===== config.mk =====
export PLATFORM = sky130hd
export DESIGN_NAME = fraction_to_reduced_mixed_number
export DESIGN_NICKNAME = d
export VERILOG_FILES = /design/src/rtl/frm_pkg.sv /design/src/rtl/frm_divider.sv /design/src/rtl/frm_datapath.sv /design/src/rtl/frm_ctrl.sv /design/src/rtl/fraction_to_reduced_mixed_number.sv
export SDC_FILE = /design/constraint.sdc
export NUM_CORES = 1
export LEC_CHECK = 0
export ABC_CLOCK_PERIOD_IN_PS = 3670
export BUFFER_PORTS_ARGS = -buffer_cell sky130_fd_sc_hd__buf_2
export CAP_MARGIN = 20
export CORE_UTILIZATION = 56
export CTS_CLUSTER_DIAMETER = 80
export DETAILED_ROUTE_END_ITERATION = 7
export PLACE_DENSITY = 0.78
export SETUP_SLACK_MARGIN = 0.5
export SLEW_MARGIN = 10
export SYNTH_ARGS = -nofsm -noshare
export SYNTH_HDL_FRONTEND = slang
export SYNTH_SLANG_ARGS = --single-unit

===== constraint.sdc =====
create_clock -name clock -period 3.67 [get_ports clock]
set_input_delay 0.5505 -clock clock [delete_from_list [all_inputs] [get_ports clock]]
set_output_delay 0.5505 -clock clock [all_outputs]
set_load 0.005 [all_outputs]

===== src/rtl/frm_pkg.sv =====
`timescale 1ns / 1ps
// ----------------------------------------------------------------------------
// Fraction to reduced mixed number: shared definitions
// Widths, operand select codes and the command and status groups that pass
// between the controller and the datapath.
// ----------------------------------------------------------------------------
package frm_pkg;

   // Width of the signed numerator; the denominator is one bit narrower.
   localparam int DATA_WIDTH = 32;
   localparam int NUM_W      = DATA_WIDTH;
   localparam int DEN_W      = DATA_WIDTH - 1;

   // Step counter of the divider and common power-of-two count of the GCD.
   localparam int CNT_W = $clog2(NUM_W + 1);
   localparam int SHF_W = $clog2(DEN_W + 1);

   // Operand pairs that the shared divider can be loaded with.
   typedef enum logic [1:0] {
      SEL_MAG,    // numerator magnitude / denominator
      SEL_FNUM,   // fractional numerator / gcd
      SEL_DEN     // denominator / gcd
   } div_sel_type;

   // Commands from the controller to the datapath.
   typedef struct packed {
      logic        load;       // capture a new transaction
      logic        clr_res;    // zero the result for a zero denominator
      logic        div_start;  // launch the divider
      div_sel_type div_sel;    // operands for that launch
      logic        cap_quo;    // take whole part and fractional numerator
      logic        set_int;    // fraction is zero: result 0/1
      logic        gcd_init;   // load the GCD registers
      logic        gcd_step;   // one binary GCD step
      logic        cap_rn;     // take the reduced numerator
      logic        cap_rd;     // take the reduced denominator
   } ctrl_cmd_type;

   // Status from the datapath to the controller.
   typedef struct packed {
      logic den_zero;
      logic fmag_zero;
      logic div_done;
      logic gcd_done;
   } dp_status_type;

endpackage


===== src/rtl/frm_divider.sv =====
`timescale 1ns / 1ps
// ----------------------------------------------------------------------------
// Iterative unsigned divider
// Restoring division, one quotient bit per cycle.
// ----------------------------------------------------------------------------
module frm_divider (
   input  logic                      clock,
   input  logic                      reset,
   input  logic                      start,
   input  logic [frm_pkg::NUM_W-1:0] dividend,
   input  logic [frm_pkg::DEN_W-1:0] divisor,
   output logic                      done,
   output logic [frm_pkg::NUM_W-1:0] quotient,
   output logic [frm_pkg::DEN_W-1:0] remainder
);

   logic [frm_pkg::CNT_W-1:0] cnt_ff, cnt_in;
   logic                      done_ff, done_in;
   logic [frm_pkg::NUM_W-1:0] dvd_ff, dvd_in;
   logic [frm_pkg::DEN_W-1:0] dvs_ff, dvs_in;
   logic [frm_pkg::DEN_W-1:0] rem_ff, rem_in;

   logic [frm_pkg::DEN_W:0]   trial;
   logic [frm_pkg::DEN_W:0]   diff;
   logic                      fits;

   // Shift the next dividend bit into the partial remainder and try a subtract.
   assign trial = {rem_ff, dvd_ff[frm_pkg::NUM_W-1]};
   assign diff  = trial - {1'b0, dvs_ff};
   assign fits  = trial >= {1'b0, dvs_ff};

   // Next-state logic; quotient bits enter the dividend register from the right.
   always_comb begin
      cnt_in  = cnt_ff;
      done_in = 1'b0;
      dvd_in  = dvd_ff;
      dvs_in  = dvs_ff;
      rem_in  = rem_ff;
      if (start) begin
         cnt_in = frm_pkg::CNT_W'(frm_pkg::NUM_W);
         dvd_in = dividend;
         dvs_in = divisor;
         rem_in = '0;
      end else if (cnt_ff != '0) begin
         cnt_in  = cnt_ff - 1'b1;
         done_in = (cnt_ff == frm_pkg::CNT_W'(1));
         dvd_in  = {dvd_ff[frm_pkg::NUM_W-2:0], fits};
         rem_in  = fits ? diff[frm_pkg::DEN_W-1:0] : trial[frm_pkg::DEN_W-1:0];
      end
   end

   // Control registers.
   always_ff @(posedge clock) begin
      if (reset) begin
         cnt_ff  <= '0;
         done_ff <= 1'b0;
      end else begin
         cnt_ff  <= cnt_in;
         done_ff <= done_in;
      end
   end

   // Operand registers.
   always_ff @(posedge clock) begin
      dvd_ff <= dvd_in;
      dvs_ff <= dvs_in;
      rem_ff <= rem_in;
   end

   assign done      = done_ff;
   assign quotient  = dvd_ff;
   assign remainder = rem_ff;

endmodule


===== src/rtl/frm_datapath.sv =====
`timescale 1ns / 1ps
// ----------------------------------------------------------------------------
// Fraction to reduced mixed number: datapath
// Holds the transaction, the binary GCD registers, the shared divider and the
// result registers, and acts on the controller's commands.
// ----------------------------------------------------------------------------
module frm_datapath (
   input  logic                           clock,
   input  logic                           reset,
   input  frm_pkg::ctrl_cmd_type          cmd,
   output frm_pkg::dp_status_type         status,
   input  logic signed [frm_pkg::NUM_W-1:0] req_numerator_in,
   input  logic [frm_pkg::DEN_W-1:0]      req_denominator_in,
   output logic signed [frm_pkg::NUM_W-1:0] rsp_whole_part,
   output logic signed [frm_pkg::NUM_W-1:0] rsp_reduced_numerator,
   output logic [frm_pkg::DEN_W-1:0]      rsp_reduced_denominator
);

   localparam int NW = frm_pkg::NUM_W;
   localparam int DW = frm_pkg::DEN_W;

   logic [NW-1:0]             num_ff;
   logic [DW-1:0]             den_ff;
   logic [DW-1:0]             fmag_ff;
   logic                      fneg_ff;
   logic [DW-1:0]             ga_ff, gb_ff;
   logic [frm_pkg::SHF_W-1:0] gk_ff;
   logic [NW-1:0]             whole_ff;
   logic [NW-1:0]             rnum_ff;
   logic [DW-1:0]             rden_ff;

   logic                      neg;
   logic [NW-1:0]             mag;
   logic [DW-1:0]             gcd_val;
   logic [NW-1:0]             div_dvd;
   logic [DW-1:0]             div_dvs;
   logic                      div_done;
   logic [NW-1:0]             div_q;
   logic [DW-1:0]             div_r;

   // Sign and magnitude; the most negative value maps to 2^(NW-1) unsigned.
   assign neg = num_ff[NW-1];
   assign mag = neg ? (~num_ff + 1'b1) : num_ff;

   // The gcd is the odd remainder times the common power of two.
   assign gcd_val = ga_ff << gk_ff;

   // Operand selection for the shared divider.
   always_comb begin
      div_dvd = mag;
      div_dvs = den_ff;
      case (cmd.div_sel)
         frm_pkg::SEL_MAG: begin
            div_dvd = mag;
            div_dvs = den_ff;
         end
         frm_pkg::SEL_FNUM: begin
            div_dvd = {{(NW-DW){1'b0}}, fmag_ff};
            div_dvs = gcd_val;
         end
         frm_pkg::SEL_DEN: begin
            div_dvd = {{(NW-DW){1'b0}}, den_ff};
            div_dvs = gcd_val;
         end
         default: begin
            div_dvd = mag;
            div_dvs = den_ff;
         end
      endcase
   end

   frm_divider u_divider (
      .clock     (clock),
      .reset     (reset),
      .start     (cmd.div_start),
      .dividend  (div_dvd),
      .divisor   (div_dvs),
      .done      (div_done),
      .quotient  (div_q),
      .remainder (div_r)
   );

   // Transaction capture.
   always_ff @(posedge clock) begin
      if (cmd.load) begin
         num_ff <= req_numerator_in;
         den_ff <= req_denominator_in;
      end
   end

   // Fractional numerator after the first division.
   always_ff @(posedge clock) begin
      if (cmd.cap_quo) begin
         if (div_q != '0) begin
            fmag_ff <= div_r;
            fneg_ff <= 1'b0;
         end else begin
            fmag_ff <= mag[DW-1:0];
            fneg_ff <= neg;
         end
      end
   end

   // Binary GCD: strip common twos, then odd-odd subtraction until equal.
   always_ff @(posedge clock) begin
      if (cmd.gcd_init) begin
         ga_ff <= fmag_ff;
         gb_ff <= den_ff;
         gk_ff <= '0;
      end else if (cmd.gcd_step) begin
         if (!ga_ff[0] && !gb_ff[0]) begin
            ga_ff <= ga_ff >> 1;
            gb_ff <= gb_ff >> 1;
            gk_ff <= gk_ff + 1'b1;
         end else if (!ga_ff[0]) begin
            ga_ff <= ga_ff >> 1;
         end else if (!gb_ff[0]) begin
            gb_ff <= gb_ff >> 1;
         end else if (ga_ff > gb_ff) begin
            ga_ff <= ga_ff - gb_ff;
         end else begin
            gb_ff <= gb_ff - ga_ff;
         end
      end
   end

   // Result registers; the whole part is taken after the first division.
   always_ff @(posedge clock) begin
      if (cmd.clr_res) begin
         whole_ff <= '0;
         rnum_ff  <= '0;
         rden_ff  <= '0;
      end else begin
         if (cmd.cap_quo) begin
            whole_ff <= neg ? (~div_q + 1'b1) : div_q;
         end
         if (cmd.set_int) begin
            rnum_ff <= '0;
            rden_ff <= DW'(1);
         end
         if (cmd.cap_rn) begin
            rnum_ff <= fneg_ff ? (~div_q + 1'b1) : div_q;
         end
         if (cmd.cap_rd) begin
            rden_ff <= div_q[DW-1:0];
         end
      end
   end

   // Status back to the controller.
   assign status.den_zero  = (den_ff == '0);
   assign status.fmag_zero = (fmag_ff == '0);
   assign status.div_done  = div_done;
   assign status.gcd_done  = (ga_ff == gb_ff);

   assign rsp_whole_part          = whole_ff;
   assign rsp_reduced_numerator   = rnum_ff;
   assign rsp_reduced_denominator = rden_ff;

endmodule


===== src/rtl/frm_ctrl.sv =====
`timescale 1ns / 1ps
// ----------------------------------------------------------------------------
// Fraction to reduced mixed number: controller
// Sequences the division, the GCD and the two reducing divisions, and raises
// the result strobe.
// ----------------------------------------------------------------------------
module frm_ctrl (
   input  logic                   clock,
   input  logic                   reset,
   input  logic                   start,
   output logic                   busy,
   output logic                   rsp_strobe,
   input  frm_pkg::dp_status_type status,
   output frm_pkg::ctrl_cmd_type  cmd
);

   typedef enum logic [2:0] {
      ST_IDLE,
      ST_CHECK,
      ST_WAIT_Q,
      ST_FRAC,
      ST_GCD,
      ST_WAIT_N,
      ST_WAIT_D
   } state_type;

   state_type state_ff, state_in;
   logic      strobe_ff, strobe_in;

   // Next state, strobe and commands.
   always_comb begin
      state_in  = state_ff;
      strobe_in = 1'b0;
      cmd       = '0;
      cmd.div_sel = frm_pkg::SEL_MAG;
      unique case (state_ff)
         ST_IDLE: begin
            if (start) begin
               cmd.load = 1'b1;
               state_in = ST_CHECK;
            end
         end
         ST_CHECK: begin
            if (status.den_zero) begin
               cmd.clr_res = 1'b1;
               strobe_in   = 1'b1;
               state_in    = ST_IDLE;
            end else begin
               cmd.div_start = 1'b1;
               cmd.div_sel   = frm_pkg::SEL_MAG;
               state_in      = ST_WAIT_Q;
            end
         end
         ST_WAIT_Q: begin
            if (status.div_done) begin
               cmd.cap_quo = 1'b1;
               state_in    = ST_FRAC;
            end
         end
         ST_FRAC: begin
            if (status.fmag_zero) begin
               cmd.set_int = 1'b1;
               strobe_in   = 1'b1;
               state_in    = ST_IDLE;
            end else begin
               cmd.gcd_init = 1'b1;
               state_in     = ST_GCD;
            end
         end
         ST_GCD: begin
            if (status.gcd_done) begin
               cmd.div_start = 1'b1;
               cmd.div_sel   = frm_pkg::SEL_FNUM;
               state_in      = ST_WAIT_N;
            end else begin
               cmd.gcd_step = 1'b1;
            end
         end
         ST_WAIT_N: begin
            if (status.div_done) begin
               cmd.cap_rn    = 1'b1;
               cmd.div_start = 1'b1;
               cmd.div_sel   = frm_pkg::SEL_DEN;
               state_in      = ST_WAIT_D;
            end
         end
         ST_WAIT_D: begin
            if (status.div_done) begin
               cmd.cap_rd = 1'b1;
               strobe_in  = 1'b1;
               state_in   = ST_IDLE;
            end
         end
         default: begin
            state_in = ST_IDLE;
         end
      endcase
   end

   // State and registered strobe.
   always_ff @(posedge clock) begin
      if (reset) begin
         state_ff  <= ST_IDLE;
         strobe_ff <= 1'b0;
      end else begin
         state_ff  <= state_in;
         strobe_ff <= strobe_in;
      end
   end

   assign busy       = (state_ff != ST_IDLE);
   assign rsp_strobe = strobe_ff;

endmodule


===== src/rtl/fraction_to_reduced_mixed_number.sv =====
`timescale 1ns / 1ps
// ----------------------------------------------------------------------------
// Fraction to reduced mixed number
// Turns a signed fraction into a whole part and a fraction in lowest terms.
// ----------------------------------------------------------------------------
// A transaction is taken when start is high and busy is low; its result is
// shown for exactly one cycle with rsp_strobe high, and the receiver cannot
// stall it, so it must take every strobe. One transaction is worked at a
// time. A zero denominator gives an all-zero result. Otherwise the shared
// bit-serial divider first gives the whole part, then a binary GCD runs one
// step per cycle, then two more divisions reduce the fractional numerator
// and the denominator by the gcd. When the fraction is zero the GCD and
// the last two divisions are skipped. busy drops in the cycle of the strobe,
// so the next transaction may be started then.
// ----------------------------------------------------------------------------
module fraction_to_reduced_mixed_number (
   input  logic                             clock,
   input  logic                             reset,
   input  logic                             start,
   output logic                             busy,
   input  logic signed [frm_pkg::NUM_W-1:0] req_numerator_in,
   input  logic [frm_pkg::DEN_W-1:0]        req_denominator_in,
   output logic                             rsp_strobe,
   output logic signed [frm_pkg::NUM_W-1:0] rsp_whole_part,
   output logic signed [frm_pkg::NUM_W-1:0] rsp_reduced_numerator,
   output logic [frm_pkg::DEN_W-1:0]        rsp_reduced_denominator
);

   frm_pkg::ctrl_cmd_type  cmd;
   frm_pkg::dp_status_type status;

   // Sequencer.
   frm_ctrl u_ctrl (
      .clock      (clock),
      .reset      (reset),
      .start      (start),
      .busy       (busy),
      .rsp_strobe (rsp_strobe),
      .status     (status),
      .cmd        (cmd)
   );

   // Arithmetic and result registers.
   frm_datapath u_datapath (
      .clock                   (clock),
      .reset                   (reset),
      .cmd                     (cmd),
      .status                  (status),
      .req_numerator_in        (req_numerator_in),
      .req_denominator_in      (req_denominator_in),
      .rsp_whole_part          (rsp_whole_part),
      .rsp_reduced_numerator   (rsp_reduced_numerator),
      .rsp_reduced_denominator (rsp_reduced_denominator)
   );

endmodule

## Yosys cells after proc, flatten, opt, wreduce, memory -nomap -nowiden

Index checks and enable logic that the tools add are counted.

| word-level totals | value |
|---|---|
| logic and storage cells | 126 |
| output and inout bits | 97 |
| bits of input ports | 66 |
| bits in registers | 362 |

| cells by class | value |
|---|---|
| reduce and logical (&&, ||, !) cells | 22 |
| shift-type cells | 1 |
| eq/ne operators | 18 |
| bitwise logic cells | 3 |
| $add $sub $neg | 7 |
| $lt $le $gt $ge | 2 |
| muxes and demuxes | 53 |

Operators with widths:

| cell | number |
|---|---|
| $mux W31 | 17 |
| $mux W32 | 7 |
| $sub A31 B31 Y31 | 3 |
| $add A32 B1 Y32 const B | 2 |
| $not A32 Y32 | 2 |
| $pmux W32 S2 | 1 |
| $logic_not A31 Y1 | 2 |
| $ge A32 B31 Y1 | 1 |
| $reduce_bool A32 Y1 | 1 |
| $eq A31 B31 Y1 | 1 |
| $gt A31 B31 Y1 | 1 |
| $shl A31 B5 Y31 | 1 |
| $mux W3 | 9 |
| $pmux W3 S7 | 1 |
| $mux W1 | 12 |
| $mux W6 | 2 |
| $ne A4 B4 Y1 const B | 3 |
| $eq A3 B3 Y1 const B | 3 |
| $pmux W3 S3 | 1 |
| $reduce_bool A2 Y1 | 4 |
| $eq A3 B2 Y1 const B | 2 |
| $eq A6 B1 Y1 const B | 1 |
| $ne A2 B1 Y1 const B | 3 |
| $reduce_and A3 Y1 | 2 |
| other kinds (18) | 24 |

## Logic depth before layout (Yosys ltp)

| logic depth | value |
|---|---|
| depth after elaboration | 7 |
| gate-level depth with buffers | 17 |
| depth with buffers taken out | 15 |

## Cells and area by module

From an unflattened synthesis, not the netlist that was laid out.

| unflattened totals | value |
|---|---|
| cells, all modules | 2562 |
| area, all modules | 23590.1 um^2 |

By module, submodules not included:

| module | area each (um^2) | cells an instance | instances | seq. area each (um^2) |
|---|---|---|---|---|
| frm_datapath | 17382.9 | 1932 | 1 | 6716.4 |
| frm_divider | 5855.6 | 586 | 1 | 2652.5 |
| frm_ctrl | 351.6 | 44 | 1 | 80.1 |

## Worst setup path after synthesis

No wires, ideal clock.

| timing path | value |
|---|---|
| path kind | reg-to-reg |
| start point | register u_ctrl.state_ff[2] |
| end point | register u_datapath.den_ff[0], enable pin |
| cell stages (with the launch flop) | 4 |
| path buffers | 1 |
| arrival time | 3.588 ns |
| data required time | 3.186 ns |
| period minus slack after synthesis | 4.072 ns |
| setup time | 0.484 ns |
| slack | -0.402 ns |
| path through | dfxtp_1 -> clkbuf_1 -> or3_1 -> nor2_1 |

RTL lines:

| element | line | RTL |
|---|---|---|
| start, declared | frm_ctrl.sv:27 | `state_type state_ff, state_in;` |
| start signal, assigned | frm_ctrl.sv:106 | `state_ff <= state_in;` |
| end signal, assigned | frm_datapath.sv:87 | `den_ff <= req_denominator_in;` |
| end, declared | frm_datapath.sv:23 | `logic [DW-1:0] den_ff;` |

## Worst setup path after layout

| timing path | value |
|---|---|
| start point | register u_datapath.ga_ff[0] |
| end point | register u_datapath.ga_ff[30], data pin |

| between the ends | value |
|---|---|
| cells in the longest elaborated chain, start to end | 7 |

Ends and longest elaborated chain:

| element | line | RTL |
|---|---|---|
| start, declared | frm_datapath.sv:26 | `logic [DW-1:0] ga_ff, gb_ff;` |
| start signal, assigned | frm_datapath.sv:107 | `ga_ff <= fmag_ff;` |
| start signal, assigned | frm_datapath.sv:112 | `ga_ff <= ga_ff >> 1;` |
| start signal, assigned | frm_datapath.sv:116 | `ga_ff <= ga_ff >> 1;` |
| $sub A31 B31 Y31 | frm_datapath.sv:120 | `ga_ff <= ga_ff - gb_ff;` |
| $mux W31 | frm_datapath.sv:119 | `end else if (ga_ff > gb_ff) begin` |
| $mux W31 | frm_datapath.sv:117 | `end else if (!gb_ff[0]) begin` |
| $mux W31 | frm_datapath.sv:115 | `end else if (!ga_ff[0]) begin` |
| $mux W31 (*) | frm_datapath.sv:111 | `if (!ga_ff[0] && !gb_ff[0]) begin` |
| $mux W31 (*) | frm_datapath.sv:110 | `end else if (cmd.gcd_step) begin` |
| $mux W31 (*) | frm_datapath.sv:106 | `if (cmd.gcd_init) begin` |

Every way passes the cells marked *; elsewhere a longest branch is shown, timed or not. The select of a mux whose other input is x is not followed.
A chain may end at the register's enable or synchronous reset.

==> results.txt <==
Status - complete, but fails checks
Failing checks - max-capacitance violations
Critical-path top delay cell - edfxtp_1
Crit path max-delay family - compound AO/OA/AOI/OAI gates
Dpl ws - 0.0382 ns
Average size of a mapped cell - 9.11 sq um
Chip Height - 206 microns
Most numerous cell in the Yosys netlist - nor2_1
Total track usage - 38.6%
Layout cells sized above 1 - 23.9%
P&R area growth vs syn - 24.3%
Via-per-instance ratio - 6.79
Most frequent cells after synthesis - nor2_1, edfxtp_1, nand2_1
CTS H-tree lvls - 2
Wire per inst - 25.9 microns
Fin worst setup slack - 0.109 ns
Synth top area share - 28.5%
CP required - 3.98 ns
Detailed placer's ending HPWL - 60900 microns
Num Clock Sinks - 362
Hold path depth - 1
Clock power frac - 22.5%
Post-synthesis compound-gate area fraction - 22.7%
Ys flop type - edfxtp_1
Sw Pwr - 7.82 mW
Starting density of the core - 56.9%
Port-buffer cells - 162
CTS tree - done
Slew Limit Fails - 0
RSZ-0062 raised after global routing - yes
WP data arrival - 3.87 ns
Final period util - 97.0%
Hold slack - 0.128 ns
Core Util, Final - 70.7%
Worst slew pin tran - 1.48 ns
Final Instance Count excl. Fillers - 3386
Rows - 74
HP Class - in2reg
Drt drc - 0
Die area - 42300 sq um
Clock tree buffer depth - 3
Routed wire length - 87600 microns
Worst Reg2Reg Path Length in Cells - 13
Main area contributors after synthesis - edfxtp_1, dfxtp_1, ha_1
TNS Setup - 0 ns
Clock skew - 0.0347 ns
Power Density - 662 nW/um^2
Area share of fa/ha/maj cells after synthesis - 5.70%
Reg power frac - 34.4%
Die X - 206 microns
Register area share after synthesis - 40.7%
Kind of critical path - reg2reg
Post-route ant nets - 0
Initial antenna violation count - 7
Sw Share - 40.9%
Vias - 23000
Nets - 2986
Slew HR - 0.966%
Post-synthesis xor/xnor area fraction - 6.45%
Final Wtd Congestion - 1.02
CP Depth - 13
Largest net degree at the start of global routing - 66
Number of synthesized flops with an enable pin - 220
Final min period - 3.56 ns
CP Buf/Inv Count - 2
Max cap viols - 1
Cell Chain, Critical Path - inv_2 -> ha_4 -> inv_2 -> fa_2 -> a21o_1 -> a221o_1 -> o221ai_4 -> o221ai_4 -> a221o_1 -> a211o_1 -> a311oi_2 -> xor2_1 -> o41ai_2
VDD IR max - 0.566 mV
Final hold vios - 0
Combinational Power Share - 43.0%
Max incr delay on CP - 0.43 ns
Crit start category - flip-flop
Flops & latches, synth - 362
Max Fanout on Critical Path - 2
Leading area contributor after synthesis - edfxtp_1
FMAX - 281 MHz
Skew-Pair Late Insertion Delay - 0.60 ns
Main combinational cell family by area after synthesis - compound AO/OA/AOI/OAI gates
Synth Area in Simple Gates - 14.7%
Post-synth ARST share - 0%
Cells after DPL - 3208
Final setup fails - 0
Multiplexer share of the synthesized area - 4.43%
Iteration count of the initial detailed-routing pass - 6
Core ar. - 40800 sq um
Initial DRC Count - 3287
CTS buffer count - 42
CP Capture Type - flip-flop
Global-route wire length before repair - 123000 microns
Yosys cell types - 82
P_int - 11.3 mW
Number of fill cells - 2978
Vias in the first global route - 20600
Grt total ovfl - 0
Leak - 12.1 nW
Cells after synthesis - 2550
CTS Root Cell - clkbuf_16
YS warnings - 0
Cell area after synthesis - 23200 sq um
Clock slew at reported path FFs - 0.06 ns
Top Ports - 163
Syn nets - 2720
-- power by group through the flow --
stage	logic (mW)	registers, mW	clock network (mW)
final	8.23	6.58	4.31
after global routing	8.84	6.61	4.45
after global placement	7.24	6.53	0
after CTS	7.52	6.47	4.31
after floorplan	5.40	5.94	0
after detailed placement	7.37	6.54	0
-- worst reg2reg max path, delay by kind of cell (launching register included) --
kind	cells	cell delay (ns)
compound gates	8	1.98
buf+inv	2	0.15
fa+ha+maj	2	0.48
flops	1	0.43
xor+xnor	1	0.25
-- state kept, by name (all words and copies together), names as in the netlist --
signal,cells
u_datapath.fmag_ff,31
u_datapath.rsp_reduced_denominator,31
u_datapath.u_divider.done,1
u_ctrl.state_ff,3
u_datapath.u_divider.cnt_ff,6
u_datapath.rsp_whole_part,32
u_datapath.ga_ff,31
u_datapath.gk_ff,5
u_datapath.gb_ff,31
u_datapath.fneg_ff,1
u_ctrl.rsp_strobe,1
u_datapath.rsp_reduced_numerator,32
u_datapath.u_divider.dvs_ff,31
u_datapath.u_divider.remainder,31
u_datapath.den_ff,31
u_datapath.num_ff,32
u_datapath.u_divider.quotient,32
-- cell type report --
type	instances	area (sq um)	share of cell area [%]
multi-input cells	1865	13700	47.6
flip-flops and latches	362	9450	32.7
repair buffers	407	3090	10.7
clock buffers	52	1130	3.91
well taps	532	666	2.31
inverters	138	531	1.84
clock inverters	25	259	0.897
diodes	5	12.5	0.0433
-- metal layers --
| layer | vias to the layer above | routed length [microns] | global-route usage [%] | part of all wire (%) |
|---|---|---|---|---|
| li1 | 9919 | - | - | - |
| met1 | 11100 | 33700 | 53.7 | 38 |
| met2 | 1641 | 38400 | 57.6 | 44 |
| met3 | 317 | 10700 | 7.54 | 12 |
| met4 | 4 | 4800 | 18.4 | 5.5 |
| met5 | - | 27 | 0 | 0.031 |
-- kinds of logic after synthesis --
kind of cell	Yosys count
buffers and inverters	324
DFF	362
muxes	69
AOI/OAI and AO/OA	767
xor gates and xnor gates	171
adders and majority gates	104
and+or+nand+nor	753
-- metrics by stage --
step           power, mW  cell area, sq um
2_1_floorplan       11.3             23300
3_3_place_gp        13.8             25300
3_5_place_dp        13.9             25300
4_1_cts             18.3             27200
5_1_grt             19.9             28900
6_report            19.1             28900
-- placed cells by master, fill, tap and decap left out, drive strengths merged, types with 21 or more instances in the layout --
cell type,n
nor2,288
nand2,210
nand4,26
xnor2,95
a22oi,38
a22o,39
nor4,28
o21ai,147
a221oi,81
buf,396
a21o,85
mux2i,33
mux4,26
a21oi,147
edfxtp,220
dfxtp,142
inv,139
nor3,42
a211oi,93
nand3,38
xor2,76
or3,21
clkbuf,63
ha,101
-- what timing repair did --
| action | 4_1_cts | 5_1_grt |
|---|---|---|
| setup endpoints to repair | 179 | 288 |
| hold buffers | 0 | 0 |
| gates resized for setup | 57 | 156 |
| pin swaps | 28 | 60 |
| setup buffers | 23 | 58 |
| gates cloned | 1 | 13 |
-- path summary, 6_finish.rpt --
| kind | end | start | slack, ns |
|---|---|---|---|
| worst max register to register | u_datapath.ga_ff[30] | u_datapath.ga_ff[0] | 0.11 |
| worst min-delay path | u_datapath.num_ff[6] | req_numerator_in[6] | 0.13 |
| worst min register to register | u_datapath.rsp_reduced_denominator[25] | u_datapath.rsp_reduced_denominator[25] | 0.47 |
| worst max-delay path | u_datapath.ga_ff[30] | u_datapath.ga_ff[0] | 0.11 |
No activity file was read; power rests on OpenSTA's default activity.
